==> src/hdl/fpa_pkg.sv <==
// ----------------------------------------------------------------------------
// fpa_pkg
// Shared codes for the fit partition allocator.
// ----------------------------------------------------------------------------
`default_nettype none
package fpa_pkg;
  localparam logic [1:0] FitFirst = 2'd0;
  localparam logic [1:0] FitBest  = 2'd1;
  localparam logic [1:0] FitWorst = 2'd2;

  localparam logic [1:0] StOk     = 2'd0;
  localparam logic [1:0] StNoFit  = 2'd1;
  localparam logic [1:0] StZero   = 2'd2;
  localparam logic [1:0] StFull   = 2'd3;

  localparam logic       OpAlloc  = 1'b0;
  localparam logic       OpFree   = 1'b1;

  localparam logic       CfgFit   = 1'b0;
  localparam logic       CfgMem   = 1'b1;

  localparam int unsigned FreedMax = 127;

  // address width and process count are fixed by the port widths
  localparam int unsigned AddrBits     = 16;
  localparam int unsigned MaxProcesses = 64;
endpackage
`default_nettype wire

==> src/hdl/fit_partition_allocator_unit.sv <==
// ----------------------------------------------------------------------------
// fit_partition_allocator_unit
// Allocate: the table is searched for a fitting region, which is taken whole or split.
// Release: the table is scanned for the owner's regions, then merge passes run, each
// scanning the table once per free region; passes repeat until one merges nothing.
// One transaction at a time: busy stays high until the result; results never stall.
// Reset (async, active low) leaves one free region [0, 65536) with first fit;
// busy stays high after reset and after a memory_size write until entry 0 is written.
// ----------------------------------------------------------------------------
`default_nettype none
module fit_partition_allocator_unit #(
  parameter int unsigned TABLE_DEPTH   = 64
) (
  input  wire logic        clk_i,
  input  wire logic        rst_ni,
  input  wire logic        start,
  output logic             busy,
  input  wire logic        cfg_we_i,
  input  wire logic        cfg_index_i,
  input  wire logic [16:0] cfg_wdata_i,
  input  wire logic        op_i,
  input  wire logic [5:0]  process_id_i,
  input  wire logic [16:0] request_size_i,
  output logic             result_valid_o,
  output logic [1:0]       status_o,
  output logic [15:0]      start_address_o,
  output logic [6:0]       freed_regions_o
);
  import fpa_pkg::*;

  localparam int unsigned IW = $clog2(TABLE_DEPTH);
  localparam int unsigned SW = AddrBits + 1;
  localparam logic [SW-1:0] Cap = SW'(1) << AddrBits;

  typedef struct packed {
    logic [AddrBits-1:0] start;
    logic [SW-1:0]       size;
    logic [5:0]          owner;
  } entry_t;

  typedef enum logic [9:0] {
    S_IDLE  = 10'b0000000001,
    S_SRCH  = 10'b0000000010,
    S_DEC   = 10'b0000000100,
    S_SLOT  = 10'b0000001000,
    S_FREE  = 10'b0000010000,
    S_MI    = 10'b0000100000,
    S_MIW   = 10'b0001000000,
    S_MJ    = 10'b0010000000,
    S_MWB   = 10'b0100000000,
    S_DONE  = 10'b1000000000
  } state_e;

  // payload memory; valid and free flags live in flops
  entry_t              mem [TABLE_DEPTH];
  entry_t              rd_q;
  logic [IW-1:0]       ra;
  logic                we;
  logic [IW-1:0]       wa;
  entry_t              wd;

  logic [TABLE_DEPTH-1:0] vld_q, vld_d, fre_q, fre_d;
  state_e   st_q, st_d;
  logic [1:0]  fit_q, fit_d;
  logic [SW-1:0] msz_q, msz_d;
  logic [IW:0]   cnt_q, cnt_d;
  logic [IW-1:0] prev_q, prev_d;
  logic          op_q, op_d;
  logic [5:0]    pid_q, pid_d;
  logic [SW-1:0] req_q, req_d;
  logic          hit_q, hit_d;
  logic [IW-1:0] sel_q, sel_d;
  entry_t        sele_q, sele_d;
  logic [1:0]    sts_q, sts_d;
  logic [15:0]   adr_q, adr_d;
  logic [6:0]    frd_q, frd_d;
  logic [IW-1:0] mi_q, mi_d;
  entry_t        mie_q, mie_d;
  logic          chg_q, chg_d;
  logic          pend_q, pend_d;   // read outstanding
  logic          rv_q, rv_d;
  logic          init_q, init_d;   // entry 0 payload needs writing

  always_ff @(posedge clk_i) begin
    if (we) mem[wa] <= wd;
    rd_q <= mem[ra];
  end

  logic [SW-1:0] msz_sat;
  assign msz_sat = (cfg_wdata_i > Cap) ? Cap : cfg_wdata_i;

  logic [IW-1:0] cidx;
  logic          cv, cf, better;
  assign cidx = prev_q;
  assign cv   = vld_q[cidx];
  assign cf   = fre_q[cidx];

  always_comb begin
    better = 1'b0;
    case (fit_q)
      FitBest:  better = (rd_q.size < sele_q.size) ||
                         (rd_q.size == sele_q.size && rd_q.start < sele_q.start);
      FitWorst: better = (rd_q.size > sele_q.size) ||
                         (rd_q.size == sele_q.size && rd_q.start < sele_q.start);
      default:  better = rd_q.start < sele_q.start;
    endcase
  end

  always_comb begin
    st_d = st_q; vld_d = vld_q; fre_d = fre_q; fit_d = fit_q; msz_d = msz_q;
    cnt_d = cnt_q; prev_d = prev_q; op_d = op_q; pid_d = pid_q; req_d = req_q;
    hit_d = hit_q; sel_d = sel_q; sele_d = sele_q; sts_d = sts_q; adr_d = adr_q;
    frd_d = frd_q; mi_d = mi_q; mie_d = mie_q; chg_d = chg_q; pend_d = 1'b0;
    rv_d = 1'b0; init_d = init_q;
    ra = cnt_q[IW-1:0]; we = 1'b0; wa = '0; wd = '0;

    unique case (st_q)
      S_IDLE: begin
        if (init_q) begin
          we = 1'b1; wa = '0; wd.start = '0; wd.size = msz_q; wd.owner = '0;
          init_d = 1'b0;
        end
        if (cfg_we_i) begin
          unique case (cfg_index_i)
            CfgFit: fit_d = cfg_wdata_i[1:0];
            CfgMem: begin
              msz_d = msz_sat;
              vld_d = '0; fre_d = '0;
              vld_d[0] = (msz_sat != '0); fre_d[0] = (msz_sat != '0);
              init_d = 1'b1;
            end
            default: ;
          endcase
        end else if (start && !init_q) begin
          op_d = op_i; pid_d = process_id_i; req_d = request_size_i;
          sts_d = StOk; adr_d = '0; frd_d = '0; hit_d = 1'b0; cnt_d = '0;
          if (op_i == OpAlloc) begin
            if (request_size_i == '0) begin sts_d = StZero; st_d = S_DONE; end
            else if (32'(process_id_i) >= MaxProcesses) begin
              sts_d = StNoFit; st_d = S_DONE;
            end else st_d = S_SRCH;
          end else begin
            if (32'(process_id_i) >= MaxProcesses) st_d = S_DONE;
            else st_d = S_FREE;
          end
        end
      end
      S_SRCH: begin
        // issue read cnt, evaluate read issued last cycle
        if (pend_q && cv && cf && rd_q.size >= req_q && (!hit_q || better)) begin
          hit_d = 1'b1; sel_d = prev_q; sele_d = rd_q;
        end
        if (cnt_q == (IW+1)'(TABLE_DEPTH)) st_d = S_DEC;
        else begin
          ra = cnt_q[IW-1:0]; prev_d = cnt_q[IW-1:0]; pend_d = 1'b1;
          cnt_d = cnt_q + 1'b1;
        end
      end
      S_DEC: begin
        if (!hit_q) begin sts_d = StNoFit; st_d = S_DONE; end
        else if (sele_q.size == req_q) begin
          fre_d[sel_q] = 1'b0;
          we = 1'b1; wa = sel_q; wd = sele_q; wd.owner = pid_q;
          adr_d = 16'(sele_q.start); st_d = S_DONE;
        end else st_d = S_SLOT;
        cnt_d = '0;
      end
      S_SLOT: begin
        // lowest invalid entry from the flag flops, one per cycle
        if (cnt_q == (IW+1)'(TABLE_DEPTH)) begin sts_d = StFull; st_d = S_DONE; end
        else if (!vld_q[cnt_q[IW-1:0]]) begin
          vld_d[cnt_q[IW-1:0]] = 1'b1; fre_d[cnt_q[IW-1:0]] = 1'b0;
          we = 1'b1; wa = cnt_q[IW-1:0];
          wd.start = sele_q.start; wd.size = req_q; wd.owner = pid_q;
          adr_d = 16'(sele_q.start);
          sele_d.start = sele_q.start + req_q[AddrBits-1:0];
          sele_d.size  = sele_q.size - req_q;
          st_d = S_MWB; // write back split remainder
        end else cnt_d = cnt_q + 1'b1;
      end
      S_MWB: begin
        we = 1'b1;
        if (op_q == OpAlloc) begin
          wa = sel_q; wd = sele_q; st_d = S_DONE;
        end else begin
          wa = mi_q; wd = mie_q; st_d = S_MI; ra = mi_q;
        end
      end
      S_FREE: begin
        if (pend_q && cv && !cf && rd_q.owner == pid_q) begin
          fre_d[prev_q] = 1'b1;
          we = 1'b1; wa = prev_q; wd = rd_q; wd.owner = '0;
          if (frd_q != 7'(FreedMax)) frd_d = frd_q + 1'b1;
        end
        if (cnt_q == (IW+1)'(TABLE_DEPTH)) begin
          cnt_d = '0; mi_d = '0; chg_d = 1'b0; st_d = S_MI;
        end else begin
          ra = cnt_q[IW-1:0]; prev_d = cnt_q[IW-1:0]; pend_d = 1'b1;
          cnt_d = cnt_q + 1'b1;
        end
      end
      S_MI: begin
        // pick outer entry i; read it
        if (vld_q[mi_q] && fre_q[mi_q]) begin
          ra = mi_q; st_d = S_MIW;
        end else if (mi_q == IW'(TABLE_DEPTH-1)) begin
          if (chg_q) begin mi_d = '0; chg_d = 1'b0; end
          else st_d = S_DONE;
        end else mi_d = mi_q + 1'b1;
      end
      S_MIW: begin
        mie_d = rd_q; cnt_d = '0; st_d = S_MJ;
      end
      S_MJ: begin
        // absorb a free entry that starts where the outer region ends
        if (pend_q && prev_q != mi_q && cv && cf &&
            (SW'(mie_q.start) + mie_q.size) == SW'(rd_q.start)) begin
          mie_d.size = mie_q.size + rd_q.size;
          vld_d[prev_q] = 1'b0; fre_d[prev_q] = 1'b0; chg_d = 1'b1;
        end
        if (cnt_q == (IW+1)'(TABLE_DEPTH)) begin
          st_d = S_MWB;
        end else begin
          ra = cnt_q[IW-1:0]; prev_d = cnt_q[IW-1:0]; pend_d = 1'b1;
          cnt_d = cnt_q + 1'b1;
        end
        if (st_d == S_MWB && mi_q != IW'(TABLE_DEPTH-1)) mi_d = mi_q;
      end
      S_DONE: begin
        rv_d = 1'b1; st_d = S_IDLE;
      end
      default: st_d = S_IDLE;
    endcase

    // after merge write-back advance outer index, or at the last entry restart or finish
    if (st_q == S_MWB && op_q == OpFree) begin
      if (mi_q == IW'(TABLE_DEPTH-1)) begin
        if (chg_q) begin mi_d = '0; chg_d = 1'b0; end
        else st_d = S_DONE;
      end else mi_d = mi_q + 1'b1;
    end
  end

  always_ff @(posedge clk_i or negedge rst_ni) begin
    if (!rst_ni) begin
      st_q <= S_IDLE; vld_q <= TABLE_DEPTH'(1); fre_q <= TABLE_DEPTH'(1);
      fit_q <= FitFirst; msz_q <= Cap; cnt_q <= '0; pend_q <= 1'b0;
      rv_q <= 1'b0; init_q <= 1'b1; chg_q <= 1'b0; mi_q <= '0; hit_q <= 1'b0;
    end else begin
      st_q <= st_d; vld_q <= vld_d; fre_q <= fre_d; fit_q <= fit_d; msz_q <= msz_d;
      cnt_q <= cnt_d; pend_q <= pend_d; rv_q <= rv_d; init_q <= init_d;
      chg_q <= chg_d; mi_q <= mi_d; hit_q <= hit_d;
    end
  end

  always_ff @(posedge clk_i) begin
    prev_q <= prev_d; op_q <= op_d; pid_q <= pid_d; req_q <= req_d;
    sel_q <= sel_d; sele_q <= sele_d; sts_q <= sts_d; adr_q <= adr_d;
    frd_q <= frd_d; mie_q <= mie_d;
  end

  assign busy            = (st_q != S_IDLE) || init_q;
  assign result_valid_o  = rv_q;
  assign status_o        = sts_q;
  assign start_address_o = adr_q;
  assign freed_regions_o = frd_q;
endmodule
`default_nettype wire

==> config.mk <==
export PLATFORM = sky130hd
export DESIGN_NAME = fit_partition_allocator_unit
export DESIGN_NICKNAME = d
export VERILOG_FILES = /design/src/hdl/fpa_pkg.sv /design/src/hdl/fit_partition_allocator_unit.sv
export SDC_FILE = /design/constraint.sdc
export NUM_CORES = 2
export LEC_CHECK = 0
export BUFFER_PORTS_ARGS = -buffer_cell sky130_fd_sc_hd__clkbuf_2
export CAP_MARGIN = 20
export CORE_MARGIN = 2
export CORE_UTILIZATION = 60
export CTS_CLUSTER_DIAMETER = 40
export DETAILED_ROUTE_END_ITERATION = 7
export PLACE_DENSITY = 0.86
export SLEW_MARGIN = 15
export SYNTH_ARGS = -nofsm -noshare
export SYNTH_HDL_FRONTEND = slang
export SYNTH_SLANG_ARGS = --single-unit
export TNS_END_PERCENT = 5
==> constraint.sdc <==
create_clock -name clk_i -period 13.7 [get_ports clk_i]
set_input_delay 0.685 -clock clk_i [delete_from_list [all_inputs] [get_ports clk_i]]
set_output_delay 0.685 -clock clk_i [all_outputs]
set_load 0.03 [all_outputs]
After elaboration in Yosys (flattened, before gate mapping)
Memories as Yosys holds them, arrays and structs flattened. A register that Yosys moved wholly into a read port is not among the register bits.
Index checks and enable logic that the tools add are counted.
Storage, ports and cells
  flip-flop bits (word level): 314
  bits in writable memories: 2496
  bits of input ports: 46
  output and inout bits: 27
  memories kept: 1
Memory list
  mem: depth 64, width 39, read ports 1, clocked after Yosys merged registers in 1, write ports 1, line fit_partition_allocator_unit.sv:55  | entry_t mem [TABLE_DEPTH];
Operators by class
  add/sub/neg operators: 7
  $lt $le $gt $ge: 12
  equal/unequal tests: 37
  mux-type cells: 132
  bitwise gates (word level): 12
  reductions and logical operators: 51
Operators by type and width (number)
  $mux 64: 11
  $pmux 64 s5: 1
  $mux 39: 7
  $and 64x64->64: 4
  $pmux 39 s5: 1
  $not 64->64: 3
  $pmux 64 s3: 1
  $mux 10: 18
  $or 64x64->64: 2
  $mux 16: 6
  $mux 6: 15
  $pmux 10 s9: 1
  $mux 33: 2
  $pmux 33 s2: 1
  $mux 7: 8
  $pmux 16 s3: 1
  $pmux 7 s5: 1
  $eq 17x17->1: 2
  $mux 17: 2
  $pmux 17 s2: 1
  $ne 2x2->1 const B: 16
  $mux 1: 31
  $bmux 1 s6: 5
  $lt 6x7->1 const B: 4
  other kinds (59): 107

Depth between registers and ports, before layout
  depth after elaboration: 10
  gate-level depth with buffers: 19
  gate-level depth less buffers: 15

Least setup slack after synthesis
Ideal clock, no wire load.
  path type: register to register
  start point: register prev_q[0], in the netlist cidx[0]
  end point: memory mem[24][0] (netlist name) (enable)
  library setup time: 435 ps
  arrival time: 4788 ps
  required time: 13265 ps
  path slack: 8477 ps
  cell stages (with the launch flop): 15
  buffers on the path: 3
  cell sequence: edfxtp_1 > buf_6 > buf_12 > mux4_2 > nand2_1 > a21oi_1 > nor4_1 > o2111ai_1 > nor4_1 > clkbuf_1 > nand2_1 > and2_1 > nor2_1 > nand2_1 > nor2_1
On the way
  word-level cells in the longest chain between the ends: 9
  elaborated cells between the ends (all ways): 14
RTL lines
  start: declaration: line fit_partition_allocator_unit.sv:67  | logic [IW-1:0] prev_q, prev_d;
  start signal: assignment: line fit_partition_allocator_unit.sv:257  | prev_q <= prev_d; op_q <= op_d; pid_q <= pid_d; req_q <= req_d;
  $bmux 1 s6 (on tied branches): line fit_partition_allocator_unit.sv:95, fit_partition_allocator_unit.sv:96
  $mux 1 (on tied branches): line fit_partition_allocator_unit.sv:95, fit_partition_allocator_unit.sv:96
  $logic_and 1x1->1 or $logic_not 1->1 (tied branches): line fit_partition_allocator_unit.sv:190  | if (pend_q && cv && !cf && rd_q.owner == pid_q) begin
  $logic_and 1x1->1 (2 in a row): line fit_partition_allocator_unit.sv:190
  $mux 1: line fit_partition_allocator_unit.sv:190
  $pmux 1 s5: line fit_partition_allocator_unit.sv:117  | unique case (st_q)
  $mux 1: line fit_partition_allocator_unit.sv:85  | if (we) mem[wa] <= wd;
  $mux 1 (not written as such): line fit_partition_allocator_unit.sv:85
  end: declaration: line fit_partition_allocator_unit.sv:55
Several ways; a longest one is shown, not always the timed one. The select of a mux whose other input is x is not followed.

Worst setup path in the final report
  start point: register mi_q[0]
  end point: register rd_q[33] (netlist name)
On the way
  word-level cells in the longest chain between the ends: 5
  elaborated cells between the ends (all ways): 8
RTL lines
  start: declaration: line fit_partition_allocator_unit.sv:77  | logic [IW-1:0] mi_q, mi_d;
  start signal: assignment: line fit_partition_allocator_unit.sv:252  | chg_q <= chg_d; mi_q <= mi_d; hit_q <= hit_d;
  $bmux 1 s6: line fit_partition_allocator_unit.sv:204  | if (vld_q[mi_q] && fre_q[mi_q]) begin
  $mux 1 (not written as such): line fit_partition_allocator_unit.sv:204
  $logic_and 1x1->1: line fit_partition_allocator_unit.sv:204
  $mux 6: line fit_partition_allocator_unit.sv:204
  $pmux 6 s2 (*): line fit_partition_allocator_unit.sv:117
Every way passes the cells marked *; elsewhere a longest branch is shown, timed or not. The select of a mux whose other input is x is not followed.
A chain may end at the register's enable or synchronous reset.

==> results.sh <==
export IMPL_crit_arrival_ns=8.67
export IMPL_fin_crit_sh_pct=57.4
export IMPL_worst_path_max_fanout=126
export IMPL_grt_pass1_vias=78100
export IMPL_grt_ovfl_total=0
export IMPL_startpoint="mi_q[0]"
export IMPL_drive_above_1_share_pct=14.0
export IMPL_avgSynthCellArea_um2=15.7
export IMPL_synth_cells=7555
export IMPL_clock_skew_final_ns=0.115
export IMPL_worstHoldPathCells=2
export IMPL_grt_pass1_wl_um=544000
export IMPL_power_switching_mw=6.78
export IMPL_htree_num_levels=5
export IMPL_cts_resized=0
export IMPL_setup_viol=0
export IMPL_power_mw=23.5
export IMPL_dp_cells=10000
export IMPL_syn_to_final_growth_pct=14.2
export IMPL_synth_edf_count=2635
export IMPL_place_port_buffers=72
export IMPL_cts_clk_slew_worst_paths_ns=0.06
export IMPL_violations="design-rule violations"
export IMPL_final_cell_mix="edfxtp_1, mux2i_1, o22ai_1"
export IMPL_die_y_um=448
export IMPL_fp_row_count=163
export IMPL_cp_endpoint="rd_q[33]"
export IMPL_hold_viol_final=0
export IMPL_end_kind="register"
export IMPL_p_int_mw=16.8
export IMPL_hpwl_um=199000
export IMPL_fin_setup_tns_ns=0
export IMPL_die_w_um=448
export IMPL_worstSetupStartpointType="register"
export IMPL_fmax_mhz=127
export IMPL_final_common_cell="edfxtp_1"
export IMPL_drt_iter0_drc=14500
export IMPL_clock_path_buffers=4
export IMPL_gp_congestion=1.00
export IMPL_stdcell_count=10700
export IMPL_min_path_type="in2reg"
export IMPL_power_density_nw_per_um2=174
export IMPL_clockRootBuffer="clkbuf_16"
export IMPL_worst_slack_ns=5.84
export IMPL_slew_headroom_pct=5.55
export IMPL_fin_hold_ws_ns=0.0899
export IMPL_viasPerCell=7.32
export IMPL_io_pins=73
export IMPL_r2r_start="mi_q[0]"
export IMPL_cts_tree="built"
export IMPL_place_area_um2=123000
export IMPL_peakVddDrop_mv=0.193
export IMPL_clkSinkCount=2849
export IMPL_p_leak_nw=54.0
export IMPL_ys_seq_area_share_pct=71.2
export IMPL_reg2reg_to="rd_q[33]"
export IMPL_clk_latency_ns=1.02
export IMPL_worstMarginPinSlew_ns=1.40
export IMPL_min_from="cfg_wdata_i[16]"
export IMPL_core_um2=197000
export IMPL_sequentialPowerShare_pct=43.0
export IMPL_syn_nets=7722
export IMPL_synthArstFlopShare_pct=6.14
export IMPL_utilization_pct=68.7
export IMPL_cts_made_buffers=357
export IMPL_max_cap_viol_count=0
export IMPL_yosys_warnings=0
export IMPL_drv_slew=0
export IMPL_nFillCells=11700
export IMPL_grt_usage_pct=37.7
export IMPL_grt_max_degree=147
export IMPL_status="finished, violations left"
export IMPL_syn_cell_area_um2=118000
export IMPL_drt_pass1_iterations=8
export IMPL_dieArea_um2=201000
export IMPL_fin_crit_ns=7.86
export IMPL_rsz0062_at_grt="no"
export IMPL_antenna_found_initial=18
export IMPL_wl_per_cell_um=35.7
export IMPL_r2r_slack_ns=5.84
export IMPL_drc=27
export IMPL_start_util_pct=60.2
export IMPL_pwr_share_clk_pct=39.6
export IMPL_required_ns=14.51
export IMPL_synth_flop_cell="edfxtp_1"
export IMPL_num_vias=78400
export IMPL_ant_nets=0
export IMPL_crit_type="reg2reg"
export IMPL_sw_frac_of_total_pct=28.8
export IMPL_totalWireLength_um=383000
export IMPL_preCtsSetupSlack_ns=6.32
export IMPL_num_nets_final=7956
export IMPL_ys_seq_elements=2849
export IMPL_power_frac_comb_pct=17.4
export IMPL_reg2regPathDepth=14
export IMPL_design_area_um2=135000
export IMPL_synth_cell_types=97
cells in the mapped netlist, types with 12 or more instances:
cell	instances	area share (%)
edfxtp_1	2635	67
mux2i_1	1271	11
o22ai_1	627	3.3
a21oi_1	362	1.5
nand2_1	292	0.93
nor2_1	258	0.82
clkbuf_1	223	0.71
buf_2	187	0.79
dfrtp_1	170	3.6
o21ai_0	124	0.52
ha_1	117	1.2
inv_1	116	0.37
o41ai_1	81	0.60
nand3_1	58	0.25
nor4_1	58	0.31
o31ai_1	50	0.32
xnor2_1	49	0.36
a31oi_1	46	0.24
o2111ai_1	46	0.34
o221ai_1	46	0.34
nor3_1	41	0.17
o22a_1	41	0.30
dfxtp_1	39	0.66
and2_1	35	0.19
a222oi_1	34	0.29
and3_1	30	0.16
mux4_2	28	0.53
xor2_1	28	0.21
a311oi_1	27	0.20
a21o_1	24	0.15
a22o_1	24	0.18
buf_4	24	0.15
nor2b_1	24	0.13
buf_1	22	0.070
nand4_1	21	0.11
mux2_2	19	0.18
a221oi_1	18	0.13
nand2b_1	18	0.095
a22oi_1	15	0.095
nor3b_1	14	0.089
a21oi_2	12	0.089
o21a_1	12	0.076
layer usage:
| layer | global-route usage, % | part of all wire, % | up-vias |
|---|---|---|---|
| li1 | - | - | 30800 |
| met1 | 46.7 | 32 | 38100 |
| met2 | 56.3 | 44 | 7665 |
| met3 | 12.2 | 16 | 1833 |
| met4 | 26.4 | 7.9 | 14 |
| met5 | 0 | 0.028 | - |
sequential cells by signal, summed over array words and instances (netlist names), 2 cells and up:
name             cells
rd_q                39
st_q                10
fit_q                2
status_o             2
req_q               17
pid_q                6
sel_q                6
mi_q                 6
mem               2496
sele_q              39
cidx                 6
start_address_o     16
freed_regions_o      7
vld_q               64
mie_q               39
msz_q               17
cnt_q                7
fre_q               64
power by group through the flow:
stage	Combinational (mW)	Sequential, mW	Clock, mW
2_1_floorplan	2.81	10.0	0
3_3_place_gp	3.74	10.3	0
3_5_place_dp	3.85	10.3	0
4_1_cts	3.94	10.1	9.28
5_1_grt	4.21	10.1	9.63
6_report	4.10	10.1	9.31
critical path: stages, from the launching register on:
cell	delay [ns]
dfrtp_1	0.38
inv_2	0.52
mux4_2	0.59
a2111oi_0	0.51
a31oi_1	0.24
o311ai_4	0.54
nor3_1	0.16
a311oi_4	0.41
buf_4	0.68
buf_12	0.63
buf_12	0.67
mux2i_1	0.36
o22ai_1	0.16
o41ai_1	1.16
o2111ai_1	0.29
cell families (layout without fill, tap and decap cells):
family	after synthesis	count (layout)	share of synthesized area [%]
AOI/OAI and AO/OA	1678	1678	9.41
xor gates and xnor gates	77	77	0.570
adders and majority gates	121	121	1.30
buffers and inverters	590	1100	2.24
DFF	2849	2849	71.2
muxes	1320	1320	11.5
other	0	7	0
and+or+nand+nor	920	920	3.75
how the worst min path moves through the flow:
| stage | end | slack, ns |
|---|---|---|
| floorplan | chg_q | 0.39 |
| global placement | init_q | 0.48 |
| detailed placement | init_q | 0.48 |
| CTS | msz_q[16] | 0.04 |
| global route | msz_q[16] | 0.08 |
| finish | msz_q[16] | 0.09 |
repair_timing:
item / 4_1_cts / 5_1_grt
buffers inserted: 0 / 0
hold endpoints to repair: 134 / 0
hold buffers: 41 / 0
endpoints found under the setup margin: 0 / 0
layout make-up:
type                       instances  area, µm²  share of cell area [%]
antenna                            7       17.5                  0.0130
sequential                      2849      84300                    62.4
tap                             2640       3300                    2.45
clock inverter                   222       2200                    1.63
clock buffer                     413       9400                    6.96
timing repair buffer             345       2800                    2.07
multi-input combinational       4116      32600                    24.1
inverter                         120        453                   0.335
Note: power is estimated with default switching activity, not from simulation.
